<file path="src/hw/rtl/ptcp_pkg.sv">
// Package for the pulse timing compare planner.
// Holds the status codes, the prescaler table and the long-division step by 250.
// Used by ptcp_div250 and pulse_timing_compare_planner; depends on nothing.
package ptcp_pkg;

	localparam int unsigned PS_WIDTH       = 40;
	localparam int unsigned QUO_WIDTH      = 33;
	localparam int unsigned TICK_WIDTH     = 16;
	localparam int unsigned DIV_STAGES     = 5;
	localparam int unsigned BITS_PER_STAGE = 8;
	localparam int unsigned PRESCALE_COUNT = 6;

	localparam logic [8:0]  TICK_BASE_PS = 9'd250;
	localparam logic [15:0] PER_LIMIT    = 16'hFFDF;

	localparam logic [15:0] MIN_COUNT [PRESCALE_COUNT] = '{
		16'h0060, 16'h0030, 16'h0018, 16'h000C, 16'h0006, 16'h0003
	};

	typedef enum logic [2:0] {
		ST_OK        = 3'd0,
		ST_NOT_READY = 3'd1,
		ST_ZERO      = 3'd2,
		ST_WIDTH     = 3'd3,
		ST_OVERLAP   = 3'd4,
		ST_RANGE     = 3'd5
	} status_t;

	// Remainder and a word that shifts dividend bits out and quotient bits in.
	typedef struct packed {
		logic [7:0]          rem;
		logic [PS_WIDTH-1:0] word;
	} div_state_t;

	// Request control that travels alongside the division.
	typedef struct packed {
		logic [1:0] ch;
		logic       on;
		status_t    status;
	} ctl_t;

	// Eight restoring division steps by 250, one quotient bit each.
	function automatic div_state_t div_step8(div_state_t s);
		div_state_t r;
		logic [8:0] t;
		logic       qbit;
		r = s;
		for (int i = 0; i < BITS_PER_STAGE; i++) begin
			t = {r.rem, r.word[PS_WIDTH-1]};
			qbit = (t >= TICK_BASE_PS);
			r.rem = qbit ? 8'(t - TICK_BASE_PS) : t[7:0];
			r.word = {r.word[PS_WIDTH-2:0], qbit};
		end
		return r;
	endfunction

endpackage

</file>
<file path="src/hw/rtl/pulse_timing_compare_planner.sv">
// Pulse timing compare planner: checks one channel's timing request and plans
// its prescaler and compare values. Depends on ptcp_pkg and ptcp_div250.
//
// Use: a request (channel, channel_on, pulse_period, width_ps, delay_ps) is taken
// at a clock edge where req_valid is high and req_stall is low. Each request
// gives exactly one result on the result channel, taken where res_valid is high
// and res_stall is low; results leave in request order.
// One request is taken every cycle while req_stall is low; the rate is set
// by the seven-stage pipeline (five stages of division by 250 ps, eight
// quotient bits each, then prescaler choice, then compares).
// When the receiver stalls, the pipeline keeps its items and closes up any
// empty stages; req_stall rises only once the stage ahead of it is full and
// held.
// timer_ready is written through cfg_we and cfg_wdata and clears at reset.
// Reset empties the pipeline at once; no result is shown until a new request.
// A channel at or above CHANNEL_COUNT is treated as switched off.
module pulse_timing_compare_planner
	import ptcp_pkg::*;
#(
	parameter int unsigned CHANNEL_COUNT = 4
) (
	input  logic        clk,
	input  logic        arst_n,
	input  logic        cfg_we,
	input  logic        cfg_wdata,
	input  logic        req_valid,
	output logic        req_stall,
	input  logic [1:0]  channel,
	input  logic        channel_on,
	input  logic [39:0] pulse_period,
	input  logic [39:0] width_ps,
	input  logic [39:0] delay_ps,
	output logic        res_valid,
	input  logic        res_stall,
	output logic [1:0]  channel_echo,
	output logic [2:0]  status,
	output logic        drive_active,
	output logic [2:0]  prescale,
	output logic [15:0] period_ticks,
	output logic [15:0] rise_ticks,
	output logic [15:0] fall_ticks,
	output logic        rise_at_period
);

	logic                 timer_ready_q;
	logic [7:1]           vld_s;
	logic [7:1]           adv;
	ctl_t                 ctl_in, ctl_s1, ctl_s2, ctl_s3, ctl_s4, ctl_s5;
	logic [QUO_WIDTH-1:0] qt, qw, qd;

	// Stage 6 results
	logic [1:0]            ch_s6;
	status_t               status_s6;
	logic                  active_s6;
	logic [2:0]            k_s6;
	logic [TICK_WIDTH-1:0] per_s6, dt_s6, wt_s6;

	// Stage 7 (output register)
	logic [1:0]            ch_s7;
	status_t               status_s7;
	logic                  active_s7;
	logic [2:0]            k_s7;
	logic [TICK_WIDTH-1:0] per_s7, rise_s7, fall_s7;
	logic                  at_s7;

	always_ff @(posedge clk or negedge arst_n) begin
		if (!arst_n) begin
			timer_ready_q <= 1'b0;
		end else if (cfg_we) begin
			timer_ready_q <= cfg_wdata;
		end
	end

	// A stage moves on when it is empty or when the stage after it moves on.
	always_comb begin
		adv[7] = !vld_s[7] || !res_stall;
		for (int i = 6; i >= 1; i--) begin
			adv[i] = !vld_s[i] || adv[i+1];
		end
	end

	assign req_stall = !adv[1];

	always_ff @(posedge clk or negedge arst_n) begin
		if (!arst_n) begin
			vld_s <= '0;
		end else begin
			if (adv[1]) begin
				vld_s[1] <= req_valid;
			end
			for (int i = 2; i <= 7; i++) begin
				if (adv[i]) begin
					vld_s[i] <= vld_s[i-1];
				end
			end
		end
	end

	// Request checks, in priority order, up to the prescaler range check.
	always_comb begin
		logic [PS_WIDTH:0] dw_sum;
		dw_sum = {1'b0, delay_ps} + {1'b0, width_ps};
		ctl_in.ch = channel;
		ctl_in.on = channel_on && ({1'b0, channel} < 3'(CHANNEL_COUNT));
		if (!ctl_in.on) begin
			ctl_in.status = ST_OK;
		end else if (!timer_ready_q) begin
			ctl_in.status = ST_NOT_READY;
		end else if (pulse_period == '0 || width_ps == '0) begin
			ctl_in.status = ST_ZERO;
		end else if (width_ps >= pulse_period) begin
			ctl_in.status = ST_WIDTH;
		end else if (dw_sum > {1'b0, pulse_period}) begin
			ctl_in.status = ST_OVERLAP;
		end else begin
			ctl_in.status = ST_OK;
		end
	end

	always_ff @(posedge clk) begin
		if (adv[1]) begin
			ctl_s1 <= ctl_in;
		end
		if (adv[2]) begin
			ctl_s2 <= ctl_s1;
		end
		if (adv[3]) begin
			ctl_s3 <= ctl_s2;
		end
		if (adv[4]) begin
			ctl_s4 <= ctl_s3;
		end
		if (adv[5]) begin
			ctl_s5 <= ctl_s4;
		end
	end

	ptcp_div250 u_div_period (.clk(clk), .adv(adv[5:1]), .din(pulse_period), .quo(qt));
	ptcp_div250 u_div_width  (.clk(clk), .adv(adv[5:1]), .din(width_ps),  .quo(qw));
	ptcp_div250 u_div_delay  (.clk(clk), .adv(adv[5:1]), .din(delay_ps),  .quo(qd));

	// Stage 6: finest prescaler whose period count fits, and the scaled counts.
	always_ff @(posedge clk) begin
		logic [QUO_WIDTH-1:0] cnt;
		logic                 found;
		logic [2:0]           k;
		logic                 ok;
		if (adv[6]) begin
			found = 1'b0;
			k = '0;
			for (int j = PRESCALE_COUNT - 1; j >= 0; j--) begin
				cnt = qt >> j;
				if (cnt <= QUO_WIDTH'(PER_LIMIT) && cnt >= QUO_WIDTH'(MIN_COUNT[j])) begin
					found = 1'b1;
					k = 3'(j);
				end
			end
			ok = ctl_s5.on && (ctl_s5.status == ST_OK) && found;
			ch_s6 <= ctl_s5.ch;
			if (ctl_s5.on && ctl_s5.status == ST_OK && !found) begin
				status_s6 <= ST_RANGE;
			end else begin
				status_s6 <= ctl_s5.status;
			end
			active_s6 <= ok;
			k_s6 <= ok ? k : 3'd0;
			per_s6 <= TICK_WIDTH'(qt >> k);
			dt_s6 <= TICK_WIDTH'(qd >> k);
			wt_s6 <= TICK_WIDTH'(qw >> k);
		end
	end

	// Stage 7: width raised to the minimum, fall clamped below the period.
	always_ff @(posedge clk) begin
		logic [TICK_WIDTH-1:0] mn;
		logic [TICK_WIDTH-1:0] wt;
		logic [TICK_WIDTH:0]   ft;
		logic [TICK_WIDTH-1:0] lim;
		logic                  at;
		if (adv[7]) begin
			mn = MIN_COUNT[k_s6];
			wt = (wt_s6 < mn) ? mn : wt_s6;
			ft = {1'b0, dt_s6} + {1'b0, wt};
			lim = per_s6 - 16'd1;
			at = dt_s6 < mn;
			ch_s7 <= ch_s6;
			status_s7 <= status_s6;
			active_s7 <= active_s6;
			k_s7 <= k_s6;
			if (active_s6) begin
				per_s7 <= per_s6;
				rise_s7 <= at ? '0 : dt_s6;
				fall_s7 <= (ft > {1'b0, lim}) ? lim : ft[TICK_WIDTH-1:0];
				at_s7 <= at;
			end else begin
				per_s7 <= '0;
				rise_s7 <= '0;
				fall_s7 <= '0;
				at_s7 <= 1'b0;
			end
		end
	end

	assign res_valid      = vld_s[7];
	assign channel_echo   = ch_s7;
	assign status         = status_s7;
	assign drive_active   = active_s7;
	assign prescale       = k_s7;
	assign period_ticks   = per_s7;
	assign rise_ticks     = rise_s7;
	assign fall_ticks     = fall_s7;
	assign rise_at_period = at_s7;

	a_active_only_ok: assert property (@(posedge clk) disable iff (!arst_n)
		res_valid && drive_active |-> status_s7 == ST_OK)
		else $error("drive_active set on a request with an error status");

	a_parked_zero: assert property (@(posedge clk) disable iff (!arst_n)
		res_valid && !drive_active |-> period_ticks == '0 && fall_ticks == '0 &&
		prescale == '0 && !rise_at_period)
		else $error("timing fields not zero on a parked result");

	a_fall_below_period: assert property (@(posedge clk) disable iff (!arst_n)
		res_valid && drive_active |-> fall_ticks < period_ticks && prescale <= 3'd5)
		else $error("fall compare not below the period count");

	a_held_stage: assert property (@(posedge clk) disable iff (!arst_n)
		vld_s[6] && !adv[6] |=> vld_s[6] && $stable(per_s6) && $stable(status_s6))
		else $error("stalled stage 6 item changed or was lost");

	a_no_req_stall_when_room: assert property (@(posedge clk) disable iff (!arst_n)
		!vld_s[1] |-> !req_stall)
		else $error("request stalled while the first stage is empty");

endmodule

</file>
<file path="src/hw/rtl/ptcp_div250.sv">
// Pipelined divider of a 40-bit picosecond value by the 250 ps base tick.
// Five register stages of eight quotient bits each; depends on ptcp_pkg.
module ptcp_div250
	import ptcp_pkg::*;
(
	input  logic                  clk,
	input  logic [DIV_STAGES-1:0] adv,
	input  logic [PS_WIDTH-1:0]   din,
	output logic [QUO_WIDTH-1:0]  quo
);

	div_state_t dv_s1, dv_s2, dv_s3, dv_s4, dv_s5;
	div_state_t start;

	assign start = '{rem: 8'd0, word: din};

	always_ff @(posedge clk) begin
		if (adv[0]) begin
			dv_s1 <= div_step8(start);
		end
		if (adv[1]) begin
			dv_s2 <= div_step8(dv_s1);
		end
		if (adv[2]) begin
			dv_s3 <= div_step8(dv_s2);
		end
		if (adv[3]) begin
			dv_s4 <= div_step8(dv_s3);
		end
		if (adv[4]) begin
			dv_s5 <= div_step8(dv_s4);
		end
	end

	// The quotient never reaches 2^33, so the upper bits of the word are zero.
	assign quo = dv_s5.word[QUO_WIDTH-1:0];

endmodule
</file>
<file path="config.mk">
export PLATFORM = sky130hd
export DESIGN_NAME = pulse_timing_compare_planner
export DESIGN_NICKNAME = d
export VERILOG_FILES = /design/src/hw/rtl/ptcp_pkg.sv /design/src/hw/rtl/pulse_timing_compare_planner.sv /design/src/hw/rtl/ptcp_div250.sv
export SDC_FILE = /design/constraint.sdc
export NUM_CORES = 2
export LEC_CHECK = 0
export ABC_AREA = 1
export BUFFER_PORTS_ARGS = -buffer_cell sky130_fd_sc_hd__buf_2
export CORE_MARGIN = 2
export CORE_UTILIZATION = 30
export CTS_CLUSTER_SIZE = 16
export DETAILED_ROUTE_END_ITERATION = 16
export MAX_ROUTING_LAYER = met4
export SLEW_MARGIN = 20
export SYNTH_ARGS = -nofsm -noshare
export SYNTH_HDL_FRONTEND = slang
export SYNTH_HIERARCHICAL = 1
export SYNTH_SLANG_ARGS = --single-unit
</file>
<file path="constraint.sdc">
create_clock -name clk -period 16.6 [get_ports clk]
set_input_delay 1.66 -clock clk [delete_from_list [all_inputs] [get_ports clk]]
set_output_delay 1.66 -clock clk [all_outputs]
set_load 0.02 [all_outputs]
</file>
# --- Word level (Yosys, flattened, before mapping) ---
# Memories as Yosys holds them, arrays and structs flattened.
# Cells that the tools add are included.
word_totals:
  wordCells: 505
  memories: 1
  rom_bits: 128
  inputBits: 129
  regBits: 828
  output_inout_bits: 60
memory_table:
  columns: ["memory", "depth", "word_bits", "read_ports", "rd_ports_with_merged_regs", "write_ports", "line", "source"]
  rows:
  - ["(no name shown)", 8, 16, 1, 0, 0, "pulse_timing_compare_planner.sv:181", "mn = MIN_COUNT[k_s6];"]
classes:
  add_sub_neg: 120
  mux: 139
  reduce_logical: 33
  order_cmp: 138
  n_bitwise: 4
  shift: 3
ops:
  columns: ["cell", "n"]
  rows:
  - ["$ge A9 B8 Y1 const B", 117]
  - ["$mux W8", 117]
  - ["$sub A8 B8 Y8 const B", 114]
  - ["$shr A33 B3 Y16", 3]
  - ["$logic_not A40 Y1", 2]
  - ["$mux W16", 4]
  - ["$add A40 B40 Y41", 1]
  - ["$gt A41 B40 Y1", 1]
  - ["$ge A40 B40 Y1", 1]
  - ["$ge A33 B7 Y1 const B", 1]
  - ["$le A33 B16 Y1 const B", 1]
  - ["$ge A32 B6 Y1 const B", 1]
  - ["$le A32 B16 Y1 const B", 1]
  - ["$lt A16 B16 Y1", 2]
  - ["$ge A31 B5 Y1 const B", 1]
  - ["$le A31 B16 Y1 const B", 1]
  - ["$ge A30 B4 Y1 const B", 1]
  - ["$le A30 B16 Y1 const B", 1]
  - ["$ge A29 B3 Y1 const B", 1]
  - ["$le A29 B16 Y1 const B", 1]
  - ["$ge A28 B2 Y1 const B", 1]
  - ["$le A28 B16 Y1 const B", 1]
  - ["$ge A1 B8 Y1 const B", 3]
  - ["$mux W3", 8]
  - ["16 further kinds", 52]

# --- Logic depth before layout (Yosys ltp) ---
logic_depth:
  ltp_word: 16
  depth_mapped: 61

# --- By module ---
# Netlist, hierarchy kept.
modules_own_cells:
  columns: ["mod", "n_inst", "area_each_um2", "cells_each"]
  rows:
  - ["ptcp_div250", 3, 14432.6, 1857]
  - ["pulse_timing_compare_planner", 1, 14019.7, 1882]

# --- Least setup slack after synthesis ---
# OpenSTA, ideal clock, no wires.
synth_timing:
  kind: "in2reg"
  start: "input port res_stall"
  end: "register ctl_s1[0] (netlist name) (enable)"
  setup_time_ps: 478
  setup_slack_ps: -1443
  t_arrival_ps: 17566
  stages: 13
  t_required_ps: 16122
  path_buffers: 0
  cell_sequence: "nand2_1 > nor2_1 > inv_1 > nor2_1 > inv_1 > nor2_1 > inv_1 > nor2_1 > inv_1 > nor2_1 > inv_1 > nor2_1 > inv_1"
synth_via:
  elab_chain_cells: 8
synth_lines:
  columns: ["element", "line", "source"]
  rows:
  - ["start: declaration", "pulse_timing_compare_planner.sv:34", "input logic res_stall,"]
  - ["$logic_not A1 Y1", "pulse_timing_compare_planner.sv:76", "adv[7] = !vld_s[7] || !res_stall;"]
  - ["$logic_or A1 B1 Y1", "pulse_timing_compare_planner.sv:76", null]
  - ["$logic_or A1 B1 Y1", "pulse_timing_compare_planner.sv:78", "adv[i] = !vld_s[i] || adv[i+1];"]
  - ["net adv, one bit", "pulse_timing_compare_planner.sv:47", "logic [7:1] adv;"]
  - ["$logic_or A1 B1 Y1", "pulse_timing_compare_planner.sv:78", null]
  - ["net adv, one bit", "pulse_timing_compare_planner.sv:47", null]
  - ["$logic_or A1 B1 Y1", "pulse_timing_compare_planner.sv:78", null]
  - ["net adv, one bit", "pulse_timing_compare_planner.sv:47", null]
  - ["$logic_or A1 B1 Y1", "pulse_timing_compare_planner.sv:78", null]
  - ["net adv, one bit", "pulse_timing_compare_planner.sv:47", null]
  - ["$logic_or A1 B1 Y1", "pulse_timing_compare_planner.sv:78", null]
  - ["net adv, one bit", "pulse_timing_compare_planner.sv:47", null]
  - ["$logic_or A1 B1 Y1", "pulse_timing_compare_planner.sv:78", null]
  - ["net adv, one bit", "pulse_timing_compare_planner.sv:47", null]
  - ["end signal: assignment", "pulse_timing_compare_planner.sv:122", "ctl_s1 <= ctl_in;"]
  - ["end: declaration", "pulse_timing_compare_planner.sv:48", "ctl_t ctl_in, ctl_s1, ctl_s2, ctl_s3, ctl_s4, ctl_s5;"]
# The timed path passes the listed nets, and every way through them passes these cells.
# A chain may end at the register's enable or synchronous reset.

# --- Worst setup path in the final report ---
layout_timing:
  start: "register u_div_delay/dv_s4[40] (netlist name)"
  end: "register u_div_delay.dv_s5 (netlist bit u_div_delay/quo[0]), data pin"
layout_via:
  elab_chain_cells: 15
  word_cells_on_any_way: 22
  classes_between: "add/sub: 7; order compare: 8; mux: 7"
layout_lines:
  columns: ["element", "line", "source"]
  rows:
  - ["start: declaration", "ptcp_div250.sv:12", "div_state_t dv_s1, dv_s2, dv_s3, dv_s4, dv_s5;"]
  - ["start signal: assignment", "ptcp_div250.sv:28", "dv_s4 <= div_step8(dv_s3);"]
  - ["$sub A8 B8 Y8 or $ge A9 B8 Y1 (tied branches)", "ptcp_pkg.sv:51, ptcp_pkg.sv:50", null]
  - ["$mux W8 (*)", "ptcp_pkg.sv:51", "r.rem = qbit ? 8'(t - TICK_BASE_PS) : t[7:0];"]
  - ["$sub A8 B8 Y8 or $ge A9 B8 Y1 (tied branches)", "ptcp_pkg.sv:51, ptcp_pkg.sv:50", null]
  - ["$mux W8 (*)", "ptcp_pkg.sv:51", null]
  - ["$sub A8 B8 Y8 or $ge A9 B8 Y1 (tied branches)", "ptcp_pkg.sv:51, ptcp_pkg.sv:50", null]
  - ["$mux W8 (*)", "ptcp_pkg.sv:51", null]
  - ["$sub A8 B8 Y8 or $ge A9 B8 Y1 (tied branches)", "ptcp_pkg.sv:51, ptcp_pkg.sv:50", null]
  - ["$mux W8 (*)", "ptcp_pkg.sv:51", null]
  - ["$sub A8 B8 Y8 or $ge A9 B8 Y1 (tied branches)", "ptcp_pkg.sv:51, ptcp_pkg.sv:50", null]
  - ["$mux W8 (*)", "ptcp_pkg.sv:51", null]
  - ["$sub A8 B8 Y8 or $ge A9 B8 Y1 (tied branches)", "ptcp_pkg.sv:51, ptcp_pkg.sv:50", null]
  - ["$mux W8 (*)", "ptcp_pkg.sv:51", null]
  - ["$sub A8 B8 Y8 or $ge A9 B8 Y1 (tied branches)", "ptcp_pkg.sv:51, ptcp_pkg.sv:50", null]
  - ["$mux W8 (*)", "ptcp_pkg.sv:51", null]
  - ["$ge A9 B8 Y1 (*)", "ptcp_pkg.sv:50", "qbit = (t >= TICK_BASE_PS);"]
  - ["end signal: assignment", "ptcp_div250.sv:31", "dv_s5 <= div_step8(dv_s4);"]
  - ["end: declaration", "ptcp_div250.sv:12", null]
# Mark *: on every way between the ends. The rest lies on a longest branch, timed or not.

==> results.cfg <==
[grt]
grt_pass1_wl_mm = 233
track_usage = 0.157
grt_max_degree = 67
grt_pass1_vias = 44500
grt-ovfl-total = 0
grt_antenna_before_repair = 31

[logic_synthesis]
syn_area_per_cell_sq_um = 7.45
syn-num-nets = 7703
yosysWarnings = 6
syn_inst = 7373
syn_area_sq_mm = 0.0549

[setup_path]
crit_path_start_kind = flip-flop
slowest_stage = edfxtp_1
r2r_end = u_div_delay/quo[0]
cp_top_family = simple AND/OR/NAND/NOR gates
r2r_start = u_div_delay/dv_s4[40]
cp.arrival_ns = 8.60
worstSetupEndpointType = flip-flop
crit_fanout = 11
cp.depth = 57
reg2reg_depth = 57
critPathKind = flip-flop to flip-flop
crit_top_cell = nand2_1
crit_path_max_incr_delay_ns = 0.40
rrSetupSlack_ns = 8.45
path_buf_inv = 9
required_ns = 17.05

[sta]
worst_pin_slew_ns = 1.01
skew_ns = 0.0272
rsz0062_at_grt = no
timing.final.hold_violations = 0
relSlewSlack = 0.324
tns_ns = 0
fmax_mhz = 123
period_minus_slack_ns = 8.15
setup_slack_ns = 8.45
period_share = 0.491
setup_viol = 0
drv_slew = 0

[drt]
dr.pass1.iters = 7
met1_length_mm = 64.7
ant_nets = 0
dr.max_layer_used = met4
initialDrtViolationCount = 3421
vias_per_cell = 4.78
vias = 48000
met2_length_mm = 68.6
drc = 0
met3WireLength_mm = 6.41
totalWireLength_mm = 145
wl_per_cell_um = 14.4

[floorplanning]
ios = 189
die_x_um = 432
die_h_um = 432
core_area_sq_mm = 0.182
start_util = 0.301
dieArea_sq_mm = 0.186
row_count = 157

[worst_hold_path]
worst_hold_path_type = flip-flop to flip-flop
hold_path_depth = 0
hold_end = u_div_delay/dv_s2[24]
min_from = u_div_delay/dv_s1[16]

[clock_network]
cts.clk_slew.worst_paths_ns = 0.06
ctsHoldBuffers = 0
worstSkewPairLatency_ns = 0.69
clockBufferDepth = 3
cts_setup_buffers = 0
clockRootBuffer = clkbuf_16
cts_sinks = 652
cts_buffers = 78
htreeDepth = 3
cts_resized = 0
cts_tree = done

[layout]
fillerInstances = 19000
nNetsFinal = 7909
fin_area_sq_mm = 0.0612
finalNonFillerCells = 10000
area_growth_pct = 11.4
drive_gt1_frac = 0.159

[place]
dp_hpwl_mm = 117
placed_cells = 9884
io_buffers = 188
place_area_sq_mm = 0.0585
globalplace.congestion = 0.923
post-place-ws_ns = 8.36

[status]
status = finished clean

[run]
maxCapViolations = 0
[worst max-delay path by stage]
| stage | from | slack [ns] | end |
|---|---|---|---|
| after CTS | res_stall | 8.36 | req_stall |
| final | u_div_delay/dv_s4[40] | 8.45 | u_div_delay/quo[0] |
| after global routing | u_div_delay/dv_s4[40] | 7.55 | u_div_delay/quo[0] |
| after global placement | res_stall | 8.36 | req_stall |
| after floorplan | res_stall | 0.20 | ctl_s1[0] |
| after detailed placement | res_stall | 8.36 | u_div_delay/dv_s1[43] |
[cell usage in the layout, fill, tap and decap left out, drive strengths merged, types with 5 or more instances in the layout]
cell type	count
buf	203
nand4	210
o21ai	200
bufinv	8
o21bai	17
a21oi	181
nor2	675
clkbuf	86
nand3	1071
o21a	23
diode	20
edfxtp	644
a21boi	26
o211ai	18
dfrtp	8
nor3	48
ha	199
xor2	145
nor4	34
a21o	14
inv	965
nand3b	48
a31oi	17
nand2	2673
xnor2	47
clkinvlp	5
clkinv	36
or2	6
and2	9
[layer usage]
layer | global-route usage | vias up
li1 | - | 24900
met1 | 0.195 | 21800
met2 | 0.261 | 1034
met3 | 0.0203 | 227
met4 | 0.0598 | 0
met5 | - | -
[flip-flops by register name, indices dropped and copies added, names as in the netlist, 31 cells and up]
signal,count
u_div_delay/dv_s1,39
u_div_delay/dv_s2,31
u_div_period/dv_s1,40
u_div_period/dv_s2,40
u_div_period/dv_s3,40
u_div_period/dv_s4,40
u_div_period/quo,33
u_div_width/dv_s1,39
u_div_width/dv_s2,31
[cell type report]
class                   count  area, sq um  share of cell area
diodes                     20         50.0            0.000818
clock buffers              86         1980              0.0324
clock inverters            56          628              0.0103
inverters                 958         3620              0.0591
multi-input cells        5686        31300               0.512
flip-flops and latches    652        19500               0.319
well taps                2385         2980              0.0488
repair buffers            203         1050              0.0172
[per-stage QoR]
step                hold slack, ns   util
detailed placement           0.405  0.321
floorplan                    0.400      -
global placement             0.400  0.321
finish                       0.410  0.335
global route                 0.411  0.335
CTS                          0.397  0.335
Power is left out: the tool's default activity adds up to more than one toggle a clock period on the data nets, which glitch-free logic cannot reach.
